--- src/hw/rtl/dccl_pkg.sv ---
// Shared types, kind codes and corner tables for the dual cell classifier.
`timescale 1ns / 1ps

package dccl_pkg;

	// Width of one key field on the ports
	localparam int KEY_W = 32;

	// Cell kind codes
	localparam logic [2:0] K_DROP  = 3'd0;
	localparam logic [2:0] K_CUBE  = 3'd1;
	localparam logic [2:0] K_HEX   = 3'd2;
	localparam logic [2:0] K_PYR   = 3'd3;
	localparam logic [2:0] K_TET   = 3'd4;
	localparam logic [2:0] K_WEDGE = 3'd5;
	localparam logic [2:0] K_ERR   = 3'd6;

	// Collapsed faces: four face corners, pyramid base (four), pyramid top
	localparam logic [2:0] FACE_TAB [6][9] = '{
		'{3'd0, 3'd1, 3'd2, 3'd3, 3'd4, 3'd7, 3'd6, 3'd5, 3'd0},
		'{3'd4, 3'd5, 3'd6, 3'd7, 3'd0, 3'd1, 3'd2, 3'd3, 3'd4},
		'{3'd0, 3'd1, 3'd4, 3'd5, 3'd2, 3'd6, 3'd7, 3'd3, 3'd0},
		'{3'd2, 3'd3, 3'd6, 3'd7, 3'd0, 3'd4, 3'd5, 3'd1, 3'd2},
		'{3'd0, 3'd3, 3'd4, 3'd7, 3'd1, 3'd5, 3'd6, 3'd2, 3'd0},
		'{3'd1, 3'd2, 3'd5, 3'd6, 3'd0, 3'd3, 3'd7, 3'd4, 3'd1}
	};

	// Collapsed edge pairs (a,b),(c,d), then front and back triangles
	localparam logic [2:0] WEDGE_TAB [12][10] = '{
		'{3'd0, 3'd1, 3'd4, 3'd5, 3'd3, 3'd2, 3'd0, 3'd7, 3'd6, 3'd4},
		'{3'd0, 3'd4, 3'd1, 3'd5, 3'd2, 3'd6, 3'd5, 3'd3, 3'd7, 3'd4},
		'{3'd3, 3'd7, 3'd2, 3'd6, 3'd5, 3'd1, 3'd2, 3'd4, 3'd0, 3'd3},
		'{3'd2, 3'd3, 3'd6, 3'd7, 3'd1, 3'd0, 3'd3, 3'd5, 3'd4, 3'd7},
		'{3'd4, 3'd7, 3'd5, 3'd6, 3'd3, 3'd0, 3'd4, 3'd2, 3'd1, 3'd6},
		'{3'd4, 3'd5, 3'd6, 3'd7, 3'd0, 3'd1, 3'd4, 3'd3, 3'd2, 3'd7},
		'{3'd0, 3'd1, 3'd3, 3'd2, 3'd5, 3'd4, 3'd0, 3'd6, 3'd7, 3'd3},
		'{3'd0, 3'd3, 3'd1, 3'd2, 3'd4, 3'd7, 3'd3, 3'd5, 3'd6, 3'd2},
		'{3'd0, 3'd3, 3'd4, 3'd7, 3'd5, 3'd6, 3'd7, 3'd1, 3'd2, 3'd3},
		'{3'd0, 3'd4, 3'd3, 3'd7, 3'd1, 3'd5, 3'd4, 3'd2, 3'd6, 3'd7},
		'{3'd1, 3'd2, 3'd5, 3'd6, 3'd7, 3'd4, 3'd5, 3'd3, 3'd0, 3'd1},
		'{3'd1, 3'd5, 3'd2, 3'd6, 3'd4, 3'd0, 3'd1, 3'd7, 3'd3, 3'd2}
	};

	// Pairwise key equality, [i][j] set when key i equals key j
	typedef logic [7:0][7:0] eq_t;

	// Output corner list, entry n is the input corner for output vertex n
	typedef logic [7:0][2:0] corners_t;

	// Input item
	typedef struct packed {
		logic [KEY_W-1:0] key0;
		logic [KEY_W-1:0] key1;
		logic [KEY_W-1:0] key2;
		logic [KEY_W-1:0] key3;
		logic [KEY_W-1:0] key4;
		logic [KEY_W-1:0] key5;
		logic [KEY_W-1:0] key6;
		logic [KEY_W-1:0] key7;
		logic             levels_equal;
		logic [4:0]       cell_level;
	} in_t;

	// Result item
	typedef struct packed {
		logic [2:0] kind;
		logic [2:0] out_corner0;
		logic [2:0] out_corner1;
		logic [2:0] out_corner2;
		logic [2:0] out_corner3;
		logic [2:0] out_corner4;
		logic [2:0] out_corner5;
		logic [2:0] out_corner6;
		logic [2:0] out_corner7;
		logic [4:0] out_level;
	} out_t;

endpackage

--- src/hw/rtl/dccl_cmp.sv ---
// Pairwise equality matrix over the eight corner keys.
`timescale 1ns / 1ps

module dccl_cmp #(
	parameter int W = 32
) (
	input  logic [7:0][W-1:0] keys,
	output dccl_pkg::eq_t     eq
);
	import dccl_pkg::*;

	// Upper triangle compares, mirrored below, diagonal set
	always_comb begin
		eq = '0;
		for (int i = 0; i < 8; i++) begin
			eq[i][i] = 1'b1;
			for (int j = i + 1; j < 8; j++) begin
				eq[i][j] = (keys[i] == keys[j]);
				eq[j][i] = eq[i][j];
			end
		end
	end

endmodule

--- src/hw/rtl/dccl_classify.sv ---
// Distinct key count and cell kind selection from the equality matrix.
`timescale 1ns / 1ps

module dccl_classify (
	input  dccl_pkg::eq_t  eq,
	input  logic           levels_equal,
	input  logic [4:0]     cell_level,
	output dccl_pkg::out_t verdict
);
	import dccl_pkg::*;

	logic [7:0]  fresh;
	logic [3:0]  uniq;
	logic [5:0]  face_hit;
	logic [5:0]  face_first;
	logic [11:0] wedge_hit;
	logic [11:0] wedge_first;
	logic [2:0]  face_kind [6];
	corners_t    face_crn [6];
	logic [2:0]  kind;
	corners_t    crn;
	corners_t    ident;
	logic [4:0]  level;

	// A key is fresh when no earlier corner carries it
	always_comb begin
		uniq = '0;
		for (int i = 0; i < 8; i++) begin
			fresh[i] = 1'b1;
			for (int j = 0; j < i; j++) begin
				if (eq[j][i]) begin
					fresh[i] = 1'b0;
				end
			end
			uniq = uniq + 4'(fresh[i]);
		end
	end

	// Per face: collapse test and the pyramid / tet / drop / error outcome
	always_comb begin
		for (int i = 0; i < 6; i++) begin
			face_hit[i] = eq[FACE_TAB[i][0]][FACE_TAB[i][1]]
				&& eq[FACE_TAB[i][0]][FACE_TAB[i][2]]
				&& eq[FACE_TAB[i][0]][FACE_TAB[i][3]];
			face_kind[i] = K_ERR;
			face_crn[i] = '0;
			if (uniq == 4'd5) begin
				face_kind[i] = K_PYR;
				face_crn[i][0] = FACE_TAB[i][4];
				face_crn[i][1] = FACE_TAB[i][5];
				face_crn[i][2] = FACE_TAB[i][6];
				face_crn[i][3] = FACE_TAB[i][7];
				face_crn[i][4] = FACE_TAB[i][8];
			end else if (uniq == 4'd4) begin
				face_crn[i][3] = FACE_TAB[i][8];
				if (eq[FACE_TAB[i][4]][FACE_TAB[i][5]]) begin
					face_kind[i] = K_TET;
					face_crn[i][0] = FACE_TAB[i][5];
					face_crn[i][1] = FACE_TAB[i][6];
					face_crn[i][2] = FACE_TAB[i][7];
				end else if (eq[FACE_TAB[i][5]][FACE_TAB[i][6]]) begin
					face_kind[i] = K_TET;
					face_crn[i][0] = FACE_TAB[i][6];
					face_crn[i][1] = FACE_TAB[i][7];
					face_crn[i][2] = FACE_TAB[i][4];
				end else if (eq[FACE_TAB[i][6]][FACE_TAB[i][7]]) begin
					face_kind[i] = K_TET;
					face_crn[i][0] = FACE_TAB[i][7];
					face_crn[i][1] = FACE_TAB[i][4];
					face_crn[i][2] = FACE_TAB[i][5];
				end else if (eq[FACE_TAB[i][7]][FACE_TAB[i][4]]) begin
					face_kind[i] = K_TET;
					face_crn[i][0] = FACE_TAB[i][4];
					face_crn[i][1] = FACE_TAB[i][5];
					face_crn[i][2] = FACE_TAB[i][6];
				end else if (eq[FACE_TAB[i][4]][FACE_TAB[i][6]]
						|| eq[FACE_TAB[i][5]][FACE_TAB[i][7]]) begin
					face_kind[i] = K_DROP;
					face_crn[i] = '0;
				end else begin
					face_crn[i] = '0;
				end
			end
		end
		face_first = face_hit & (~face_hit + 6'd1);
	end

	// Edge pair collapse tests, lowest entry wins
	always_comb begin
		for (int i = 0; i < 12; i++) begin
			wedge_hit[i] = eq[WEDGE_TAB[i][0]][WEDGE_TAB[i][1]]
				&& eq[WEDGE_TAB[i][2]][WEDGE_TAB[i][3]];
		end
		wedge_first = wedge_hit & (~wedge_hit + 12'd1);
	end

	// Final selection in check order
	always_comb begin
		for (int i = 0; i < 8; i++) begin
			ident[i] = 3'(i);
		end
		kind = K_HEX;
		crn = '0;
		level = '0;
		if (levels_equal || uniq == 4'd8) begin
			kind = levels_equal ? K_CUBE : K_HEX;
			crn = ident;
			level = levels_equal ? cell_level : 5'd0;
		end else if (uniq < 4'd4) begin
			kind = K_DROP;
		end else if (|face_hit) begin
			kind = '0;
			for (int i = 0; i < 6; i++) begin
				if (face_first[i]) begin
					kind = kind | face_kind[i];
					crn = crn | face_crn[i];
				end
			end
		end else if (|wedge_hit) begin
			kind = K_WEDGE;
			for (int i = 0; i < 12; i++) begin
				if (wedge_first[i]) begin
					for (int j = 0; j < 6; j++) begin
						crn[j] = crn[j] | WEDGE_TAB[i][4 + j];
					end
				end
			end
		end else begin
			crn = ident;
		end
	end

	// Pack the result
	always_comb begin
		verdict.kind = kind;
		verdict.out_corner0 = crn[0];
		verdict.out_corner1 = crn[1];
		verdict.out_corner2 = crn[2];
		verdict.out_corner3 = crn[3];
		verdict.out_corner4 = crn[4];
		verdict.out_corner5 = crn[5];
		verdict.out_corner6 = crn[6];
		verdict.out_corner7 = crn[7];
		verdict.out_level = level;
	end

endmodule

--- src/hw/rtl/dual_cell_degeneracy_classifier_top.sv ---
// Top level of the dual cell degeneracy classifier: registers and handshake.
`timescale 1ns / 1ps

// Channel   Ports              Transfer when
// input     start, dual        start high and busy low at a rising edge
// result    done, verdict      done high, one cycle, receiver cannot stall
//
// One cell per cycle; each accepted cell passes the input register, the registered
// key equality matrix and the result register, in that order, to the done strobe.
// The comparator bank (28 key compares) fills the second stage, the distinct
// count and priority selection the third. busy is always low.
// arst_n clears the stage valid bits and the done strobe; payload is unreset.
module dual_cell_degeneracy_classifier_top #(
	parameter int KEY_BITS = 32
) (
	input  logic           clk,
	input  logic           arst_n,
	input  logic           start,
	output logic           busy,
	input  dccl_pkg::in_t  dual,
	output logic           done,
	output dccl_pkg::out_t verdict
);
	import dccl_pkg::*;

	localparam int CMP_BITS = (KEY_BITS < KEY_W) ? KEY_BITS : KEY_W;

	logic                    valid_s1;
	logic [7:0][CMP_BITS-1:0] keys_s1;
	logic                    lev_eq_s1;
	logic [4:0]              level_s1;

	eq_t                     eq_c;
	logic                    valid_s2;
	eq_t                     eq_s2;
	logic                    lev_eq_s2;
	logic [4:0]              level_s2;

	out_t                    verdict_c;
	logic                    done_q;
	out_t                    verdict_q;

	logic                    take;

	assign busy = 1'b0;
	assign take = start && !busy;

	// Stage 1: capture keys on their compared bits
	always_ff @(posedge clk or negedge arst_n) begin
		if (!arst_n) begin
			valid_s1 <= 1'b0;
		end else begin
			valid_s1 <= take;
		end
	end

	always_ff @(posedge clk) begin
		if (take) begin
			keys_s1[0] <= dual.key0[CMP_BITS-1:0];
			keys_s1[1] <= dual.key1[CMP_BITS-1:0];
			keys_s1[2] <= dual.key2[CMP_BITS-1:0];
			keys_s1[3] <= dual.key3[CMP_BITS-1:0];
			keys_s1[4] <= dual.key4[CMP_BITS-1:0];
			keys_s1[5] <= dual.key5[CMP_BITS-1:0];
			keys_s1[6] <= dual.key6[CMP_BITS-1:0];
			keys_s1[7] <= dual.key7[CMP_BITS-1:0];
			lev_eq_s1 <= dual.levels_equal;
			level_s1 <= dual.cell_level;
		end
	end

	// Stage 2: equality matrix
	dccl_cmp #(
		.W(CMP_BITS)
	) u_cmp (
		.keys(keys_s1),
		.eq(eq_c)
	);

	always_ff @(posedge clk or negedge arst_n) begin
		if (!arst_n) begin
			valid_s2 <= 1'b0;
		end else begin
			valid_s2 <= valid_s1;
		end
	end

	always_ff @(posedge clk) begin
		if (valid_s1) begin
			eq_s2 <= eq_c;
			lev_eq_s2 <= lev_eq_s1;
			level_s2 <= level_s1;
		end
	end

	// Stage 3: classification into the result register
	dccl_classify u_classify (
		.eq(eq_s2),
		.levels_equal(lev_eq_s2),
		.cell_level(level_s2),
		.verdict(verdict_c)
	);

	always_ff @(posedge clk or negedge arst_n) begin
		if (!arst_n) begin
			done_q <= 1'b0;
		end else begin
			done_q <= valid_s2;
		end
	end

	always_ff @(posedge clk) begin
		if (valid_s2) begin
			verdict_q <= verdict_c;
		end
	end

	assign done = done_q;
	assign verdict = verdict_q;

	// Every accepted cell yields its result strobe
	a_latency: assert property (@(posedge clk) disable iff (!arst_n)
		take |-> ##3 done)
	else $error("accepted cell produced no result strobe");

	// No strobe without a cell in flight
	a_no_orphan: assert property (@(posedge clk) disable iff (!arst_n)
		done |-> $past(valid_s2))
	else $error("result strobe without a cell in flight");

	// Only a perfect cube carries a level
	a_level_cube: assert property (@(posedge clk) disable iff (!arst_n)
		(done && verdict.out_level != 5'd0) |-> verdict.kind == K_CUBE)
	else $error("level reported for a cell that is not a perfect cube");

	// Dropped and error cells carry no corners
	a_drop_clean: assert property (@(posedge clk) disable iff (!arst_n)
		(done && (verdict.kind == K_DROP || verdict.kind == K_ERR))
		|-> (verdict.out_corner0 == 3'd0 && verdict.out_corner1 == 3'd0
			&& verdict.out_corner2 == 3'd0 && verdict.out_corner3 == 3'd0
			&& verdict.out_corner4 == 3'd0 && verdict.out_corner5 == 3'd0
			&& verdict.out_corner6 == 3'd0 && verdict.out_corner7 == 3'd0))
	else $error("dropped or error cell reports corners");

endmodule

--- config.mk ---
export PLATFORM = sky130hd
export DESIGN_NAME = dual_cell_degeneracy_classifier_top
export DESIGN_NICKNAME = d
export VERILOG_FILES = /design/src/hw/rtl/dccl_pkg.sv /design/src/hw/rtl/dccl_cmp.sv /design/src/hw/rtl/dccl_classify.sv /design/src/hw/rtl/dual_cell_degeneracy_classifier_top.sv
export SDC_FILE = /design/constraint.sdc
export NUM_CORES = 1
export LEC_CHECK = 0
export BUFFER_PORTS_ARGS = -buffer_cell sky130_fd_sc_hd__buf_4
export CAP_MARGIN = 20
export CORE_ASPECT_RATIO = 1.25
export CORE_MARGIN = 1.5
export CORE_UTILIZATION = 45
export DETAILED_ROUTE_END_ITERATION = 8
export PLACE_DENSITY = 0.73
export SYNTH_ARGS = -nofsm -noshare
export SYNTH_HDL_FRONTEND = slang
export SYNTH_SLANG_ARGS = --single-unit
--- constraint.sdc ---
create_clock -name clk -period 6.1 [get_ports clk]
set_input_delay 0.915 -clock clk [delete_from_list [all_inputs] [get_ports clk]]
set_output_delay 0.915 -clock clk [all_outputs]
set_load 0.1 [all_outputs]
# Word-level counts from Yosys, hierarchy flattened
# Cells that the tools add are included.
dict set report word_totals {
  word_cells 314
  output_inout_bits 34
  input_bits 265
  ff_bits 359
}
dict set report classes {
  n_lt_le_gt_ge 1
  bitwise_logic 14
  n_addsub 9
  eq_ne 31
  reduce_logical 35
  mux 185
}
# op n
set ops {}
lappend ops {{== test 32 bit} 28}
lappend ops {{2-to-1 mux 24 bit} 26}
lappend ops {{2-to-1 mux 9 bit} 30}
lappend ops {{2-to-1 mux 15 bit} 14}
lappend ops {{2-to-1 mux 3 bit} 68}
lappend ops {{2-to-1 mux 18 bit} 7}
lappend ops {{2-to-1 mux 17 bit} 5}
lappend ops {{OR 24 bit} 3}
lappend ops {{OR 24 x 15 -> 24 bit} 2}
lappend ops {{2-to-1 mux 1 bit} 29}
lappend ops {{adder 4 x 1 -> 4 bit} 6}
lappend ops {{logical AND 1 bit} 24}
lappend ops {{2-to-1 mux 16 bit} 1}
lappend ops {{OR 3 bit} 5}
lappend ops {{adder 12 x 1 -> 12 bit, second input constant} 1}
lappend ops {{AND 12 bit} 1}
lappend ops {{2-to-1 mux 12 bit} 1}
lappend ops {{NOT 12 bit} 1}
lappend ops {{OR reduction 12 bit} 1}
lappend ops {{== test 4 x 3 -> 1 bit, second input constant} 2}
lappend ops {{2-to-1 mux 8 bit} 1}
lappend ops {{logical OR 1 bit} 7}
lappend ops {{adder 6 x 1 -> 6 bit, second input constant} 1}
lappend ops {{AND 6 bit} 1}
lappend ops {{9 further kinds} 10}

# Depth between registers and ports, before layout
dict set report depth {
  depth_word 40
  mapped_depth 15
  mapped_depth_nobuf 13
}

# Hierarchy
# From an unflattened synthesis, not the netlist that was laid out.
dict set report hier_totals {
  hier_cells 2206
  area_unflattened_um2 25070.3
}
# mod area_per_inst_um2 seq_area_each_um2 instances cells_per_inst
set by_module_without_submodules {}
lappend by_module_without_submodules {dccl_cmp 12004.0 0.0 1 1497}
lappend by_module_without_submodules {dual_cell_degeneracy_classifier_top 11016.8 11005.6 1 369}
lappend by_module_without_submodules {dccl_classify 2049.5 0.0 1 340}

# Worst setup path after synthesis
# No wires, ideal clock.
dict set report synth_timing {
  kind {reg-to-reg}
  startpoint {reg eq_s2[32] in the netlist's numbering}
  endpoint {reg verdict_q, in the netlist verdict[24], data pin}
  setup_time_ps 262
  path_stages_with_launch 15
  t_arrival_ps 4046
  synth_period_minus_slack_ps 4308
  required_time_ps 5838
  path_buffers 2
  path_slack_ps 1792
  cell_sequence {edfxtp_1 > buf_2 > clkbuf_1 > nor4_1 > fa_1 > fa_1 > fa_1 > inv_1 > fa_1 > and4b_1 > a21oi_1 > a211oi_1 > a311o_1 > a211oi_1 > o21ai_0}
}
dict set report synth_between {
  elab_chain_cells 9
}
# element line_no
set synth_lines {}
lappend synth_lines {{from (decl)} dual_cell_degeneracy_classifier_top.sv:35} ;# eq_t eq_s2;
lappend synth_lines {{from (signal assigned)} dual_cell_degeneracy_classifier_top.sv:90} ;# eq_s2 <= eq_c;
lappend synth_lines {{2-to-1 mux 9 bit} dccl_classify.sv:71} ;# end else if (eq[FACE_TAB[i][7]][FACE_TAB[i][4]]) begin
lappend synth_lines {{2-to-1 mux 9 bit} dccl_classify.sv:66} ;# end else if (eq[FACE_TAB[i][6]][FACE_TAB[i][7]]) begin
lappend synth_lines {{2-to-1 mux 9 bit} dccl_classify.sv:61} ;# end else if (eq[FACE_TAB[i][5]][FACE_TAB[i][6]]) begin
lappend synth_lines {{2-to-1 mux 9 bit} dccl_classify.sv:56} ;# if (eq[FACE_TAB[i][4]][FACE_TAB[i][5]]) begin
lappend synth_lines {{2-to-1 mux 24 bit} dccl_classify.sv:54} ;# end else if (uniq == 4'd4) begin
lappend synth_lines {{2-to-1 mux 15 bit} dccl_classify.sv:47} ;# if (uniq == 4'd5) begin
lappend synth_lines {{OR 24 bit} dccl_classify.sv:116} ;# crn = crn | face_crn[i];
lappend synth_lines {{2-to-1 mux 24 bit} dccl_classify.sv:114} ;# if (face_first[i]) begin
lappend synth_lines {{2-to-1 mux 24 bit} dccl_classify.sv:111} ;# end else if (|face_hit) begin
lappend synth_lines {{to (signal assigned)} dual_cell_degeneracy_classifier_top.sv:114} ;# verdict_q <= verdict_c;
lappend synth_lines {{to (decl)} dual_cell_degeneracy_classifier_top.sv:41} ;# out_t verdict_q;
# Every way passes these cells.
# A chain may end at the register's enable or synchronous reset.

# Final worst setup path
dict set report layout_timing {
  startpoint {reg eq_s2[55] in the netlist's numbering}
  endpoint {reg verdict_q, in the netlist verdict[24], data pin}
}
dict set report layout_between {
  elab_chain_cells 32
  word_cells_on_any_way 61
  classes_between {2 x add/sub; 1 x order compare; 3 x eq/ne; 43 x mux; 7 x bitwise; 5 x reduce/logical}
}
# element line_no
set layout_lines {}
lappend layout_lines {{2-to-1 mux 1 bit} dccl_classify.sv:31} ;# if (eq[j][i]) begin
lappend layout_lines {{adder 4 x 1 -> 4 bit} dccl_classify.sv:35} ;# uniq = uniq + 4'(fresh[i]);
lappend layout_lines {{== test 4 x 3 -> 1 bit} dccl_classify.sv:54}
lappend layout_lines {{2-to-1 mux 9 bit} dccl_classify.sv:54}
lappend layout_lines {{2-to-1 mux 12 bit} dccl_classify.sv:47}
lappend layout_lines {{2-to-1 mux 24 bit} dccl_classify.sv:114}
lappend layout_lines {{2-to-1 mux 24 bit} dccl_classify.sv:111}
lappend layout_lines {{2-to-1 mux 24 bit} dccl_classify.sv:109} ;# end else if (uniq < 4'd4) begin
lappend layout_lines {{[16 not listed]} --}
lappend layout_lines {{OR 24 x 15 -> 24 bit} dccl_classify.sv:116}
lappend layout_lines {{2-to-1 mux 24 bit} dccl_classify.sv:114}
lappend layout_lines {{2-to-1 mux 24 bit} dccl_classify.sv:111}
lappend layout_lines {{2-to-1 mux 24 bit} dccl_classify.sv:109}
lappend layout_lines {{2-to-1 mux 24 bit} dccl_classify.sv:105} ;# if (levels_equal || uniq == 4'd8) begin
lappend layout_lines {{OR 24 bit} dccl_classify.sv:116}
lappend layout_lines {{2-to-1 mux 24 bit} dccl_classify.sv:114}
lappend layout_lines {{2-to-1 mux 24 bit} dccl_classify.sv:111}
# Parallel ways exist; a longest one is shown, timed or not. The select of a mux whose other input is x is not followed.

==> run summary <==
Number of global-route vias before repair -> 18,598
DRC -> 0
TritonCTS clock tree -> yes
Average size of a mapped cell -> 10.54 um2
Share of cells above drive strength 1 -> 18.15%
Max Slew Vio Count -> 0
Die height -> 252.9 um
Synthesized cell area -> 22,490 um2
Die width -> 203.0 um
Drt pass-1 iters -> 8
GRT Util Overall -> 45.97%
Dpl hpwl -> 90,520 um
Maximum clock rate -> 205.7 MHz
Arrival time of the worst setup path -> 5.17 ns
RePlAce Congestion -> 1.094
Unique cell type count in the Yosys netlist -> 69
Relative slew slack -> 14.50%
Clock transition at path regs -> 0.07 ns
Minimum clock period -> 4.862 ns
Top cells by area, synth -> edfxtp_1 43%, xor2_1 35%, nor4_1 6.6%
Leak -> 10.09 nW
Post-synth top area share -> 43.13%
Post-CTS Resized -> 0
Post-route ant nets -> 0
Fillers -> 4,315
Post-detailed-routing wire length -> 118,300 um
Worst skew pair latency -> 0.57 ns
Final hold slack -> 0.1441 ns
Clock root buffer -> clkbuf_16
Crit. End Element -> register
Postcts setup bufs -> 0
Row Count -> 91
Worst min path class -> in2async
Area grow syn2layout -> 15.39%
Avg WL per Cell -> 40.77 um
Starting Density -> 45.62%
Clock Sink Count -> 326
Setup Viol. Count Final -> 0
Crit-path max FO -> 11
Via Count -> 18,702
Critical path type -> reg2reg
H-tree levels -> 2
RSZ-0062 raised after global routing -> false
I/O Buffers -> 296
Max-Cap Viols -> 0
Post-synthesis sequential area ratio -> 43.46%
Fraction of registers with async set/reset -> 0.9202%
CP Data Required Time -> 6.41 ns
Worst VDD drop -> 0.0002715 V
Number of flops mapped to enable cells by yosys -> 323
Setup_tns -> 0 ns
Core Area -> 49,300 um2
Synthesis warning total -> 0
Layout Nets -> 2,493
Pwr Density -> 267.6 nW/um2
Die ar. -> 51,330 um2
Tightest Pin Transition -> 1.271 ns
Maximum buffer depth of the clock tree -> 3
Period utilization -> 79.71%
I/O pins -> 299
Pin count of the biggest net entering global routing -> 141
Num CTS Buffers -> 34
Cells after synthesis -> 2,133
Setup crit start kind -> register
Area leader, netlist -> edfxtp_1
First-pass GRT wire length -> 156,500 um
Overflow after GRT -> 0
1st-iter DRT viols -> 2,148
FF+latch count, synth -> 326
Final Hold Fails -> 0
Cts hold-fix bufs -> 0
Vias per cell -> 6.445
Outcome -> finished, final reports clean
Clock skew -> 0.02221 ns
Ys flop type -> edfxtp_1
Initial antenna violation count -> 6
==> logic make-up after synthesis <==
| kind of cell | share of synthesized area [%] |
|---|---|
| xor+xnor | 34.89 |
| other cells | 0.01667 |
| compound gates | 4.023 |
| fa+ha+maj | 0.4673 |
| simple gates | 12.05 |
| flops | 43.46 |
| buf+inv | 5.085 |
==> report_power, final <==
part           switching [mW]  leakage, nW  total, mW  internal, mW
Sequential              0.758         3.22       3.42          2.66
Combinational           0.769         6.30       1.35         0.577
Clock                   0.901        0.568       2.18          1.28
Total                    2.43         10.1       6.95          4.52
==> path summary, 6_finish.rpt <==
kind / startpoint / to / slack, ns / depth (start not counted)
max: eq_s2[55] / verdict[24] / 1.24 / 13
min: arst_n / done / 0.14 / 1
max reg2reg: eq_s2[55] / verdict[24] / 1.24 / 13
min reg2reg: level_s1[1] / level_s2[1] / 0.43 / 0
max in group asynchronous: arst_n / valid_s1 / 5.85 / 1
min in group clk: level_s1[1] / level_s2[1] / 0.43 / 0
==> flip-flops by register name, indices dropped and copies added, names as in the netlist <==
| name | count |
|---|---|
| verdict | 27 |
| valid_s2 | 1 |
| valid_s1 | 1 |
| keys_s1 | 256 |
| level_s1 | 5 |
| lev_eq_s1 | 1 |
| lev_eq_s2 | 1 |
| eq_s2 | 28 |
| done | 1 |
| level_s2 | 5 |
==> placed cells by master, fill, tap and decap left out, types with 5 or more instances in the layout <==
cell type / instances
nand2b_1: 5
edfxtp_1: 323
a211oi_1: 9
clkinv_1: 5
clkbuf_16: 37
a21oi_1: 31
o21ai_0: 33
a31oi_1: 6
buf_2: 7
nor2_1: 61
nand3_1: 19
o22ai_1: 5
and3_1: 10
clkinv_2: 6
nand2_1: 38
buf_4: 328
and2_1: 6
nor3_1: 13
or2_2: 5
xor2_1: 896
o211ai_1: 5
nor4_1: 234
nand4_1: 60
inv_1: 10
==> area by class of cell <==
type	count	area, um2	share of cell area (%)
tap	651	814.5	3.139
clock buffer	41	940.9	3.626
timing repair buffer	338	2560	9.865
multi-input combinational	1512	11590	44.68
antenna	3	7.507	0.02893
clock inverter	21	221.5	0.8534
sequential	326	9774	37.67
inverter	10	37.54	0.1446
==> metrics by stage <==
stage / util (%) / cells / worst slack [ns] / instance area, um2 / power, mW
floorplan: - / 2134 / 1.792 / 22490 / 3.869
global placement: 50.08 / 2828 / 1.325 / 24690 / 4.665
detailed placement: 50.16 / 2831 / 1.300 / 24730 / 4.677
CTS: 52.52 / 2893 / 1.312 / 25890 / 6.848
global route: 52.63 / 2901 / 0.9303 / 25950 / 7.075
finish: 52.64 / 2902 / 1.238 / 25950 / 6.945
==> critical path, cell delays in order, from the launching register on <==
cell	delay, ns
edfxtp_1	0.54
nor2_1	0.27
nand2_1	0.08
nor4_1	0.47
fa_1	0.54
fa_1	0.42
inv_1	0.10
fa_1	0.48
and4b_1	0.24
a21oi_1	0.54
a211oi_1	0.28
a311o_1	0.34
a211oi_1	0.20
o21ai_0	0.10
==> Yosys cell counts, types with 3 or more instances <==
master    instances
nor3_1           13
a31oi_1           6
buf_4             6
nor2b_1           3
edfxtp_1        323
fa_1              4
clkbuf_1        231
xor2_1          896
or3_1             3
a22oi_1           3
o21ai_0          33
or2_2             5
nor4b_1           3
o22ai_1           5
nor2_1           61
o211ai_1          5
and3_1           10
buf_1            46
a211oi_1          9
dfrtp_1           3
and2_1            6
nand3_1          19
inv_1            10
a21o_1            4
nand2_1          38
nor4_1          237
a21oi_1          31
nand2b_1          5
nand4_1          60
o31ai_1           4
==> layer usage <==
metal	vias up	track usage (%)	wire, um
li1	7537	-	-
met4	4	46.96	14970
met2	1611	73.13	54100
met3	650	12.92	11510
met5	-	0	28
met1	8900	47.80	37710
Note: power is estimated with default switching activity, not from simulation.
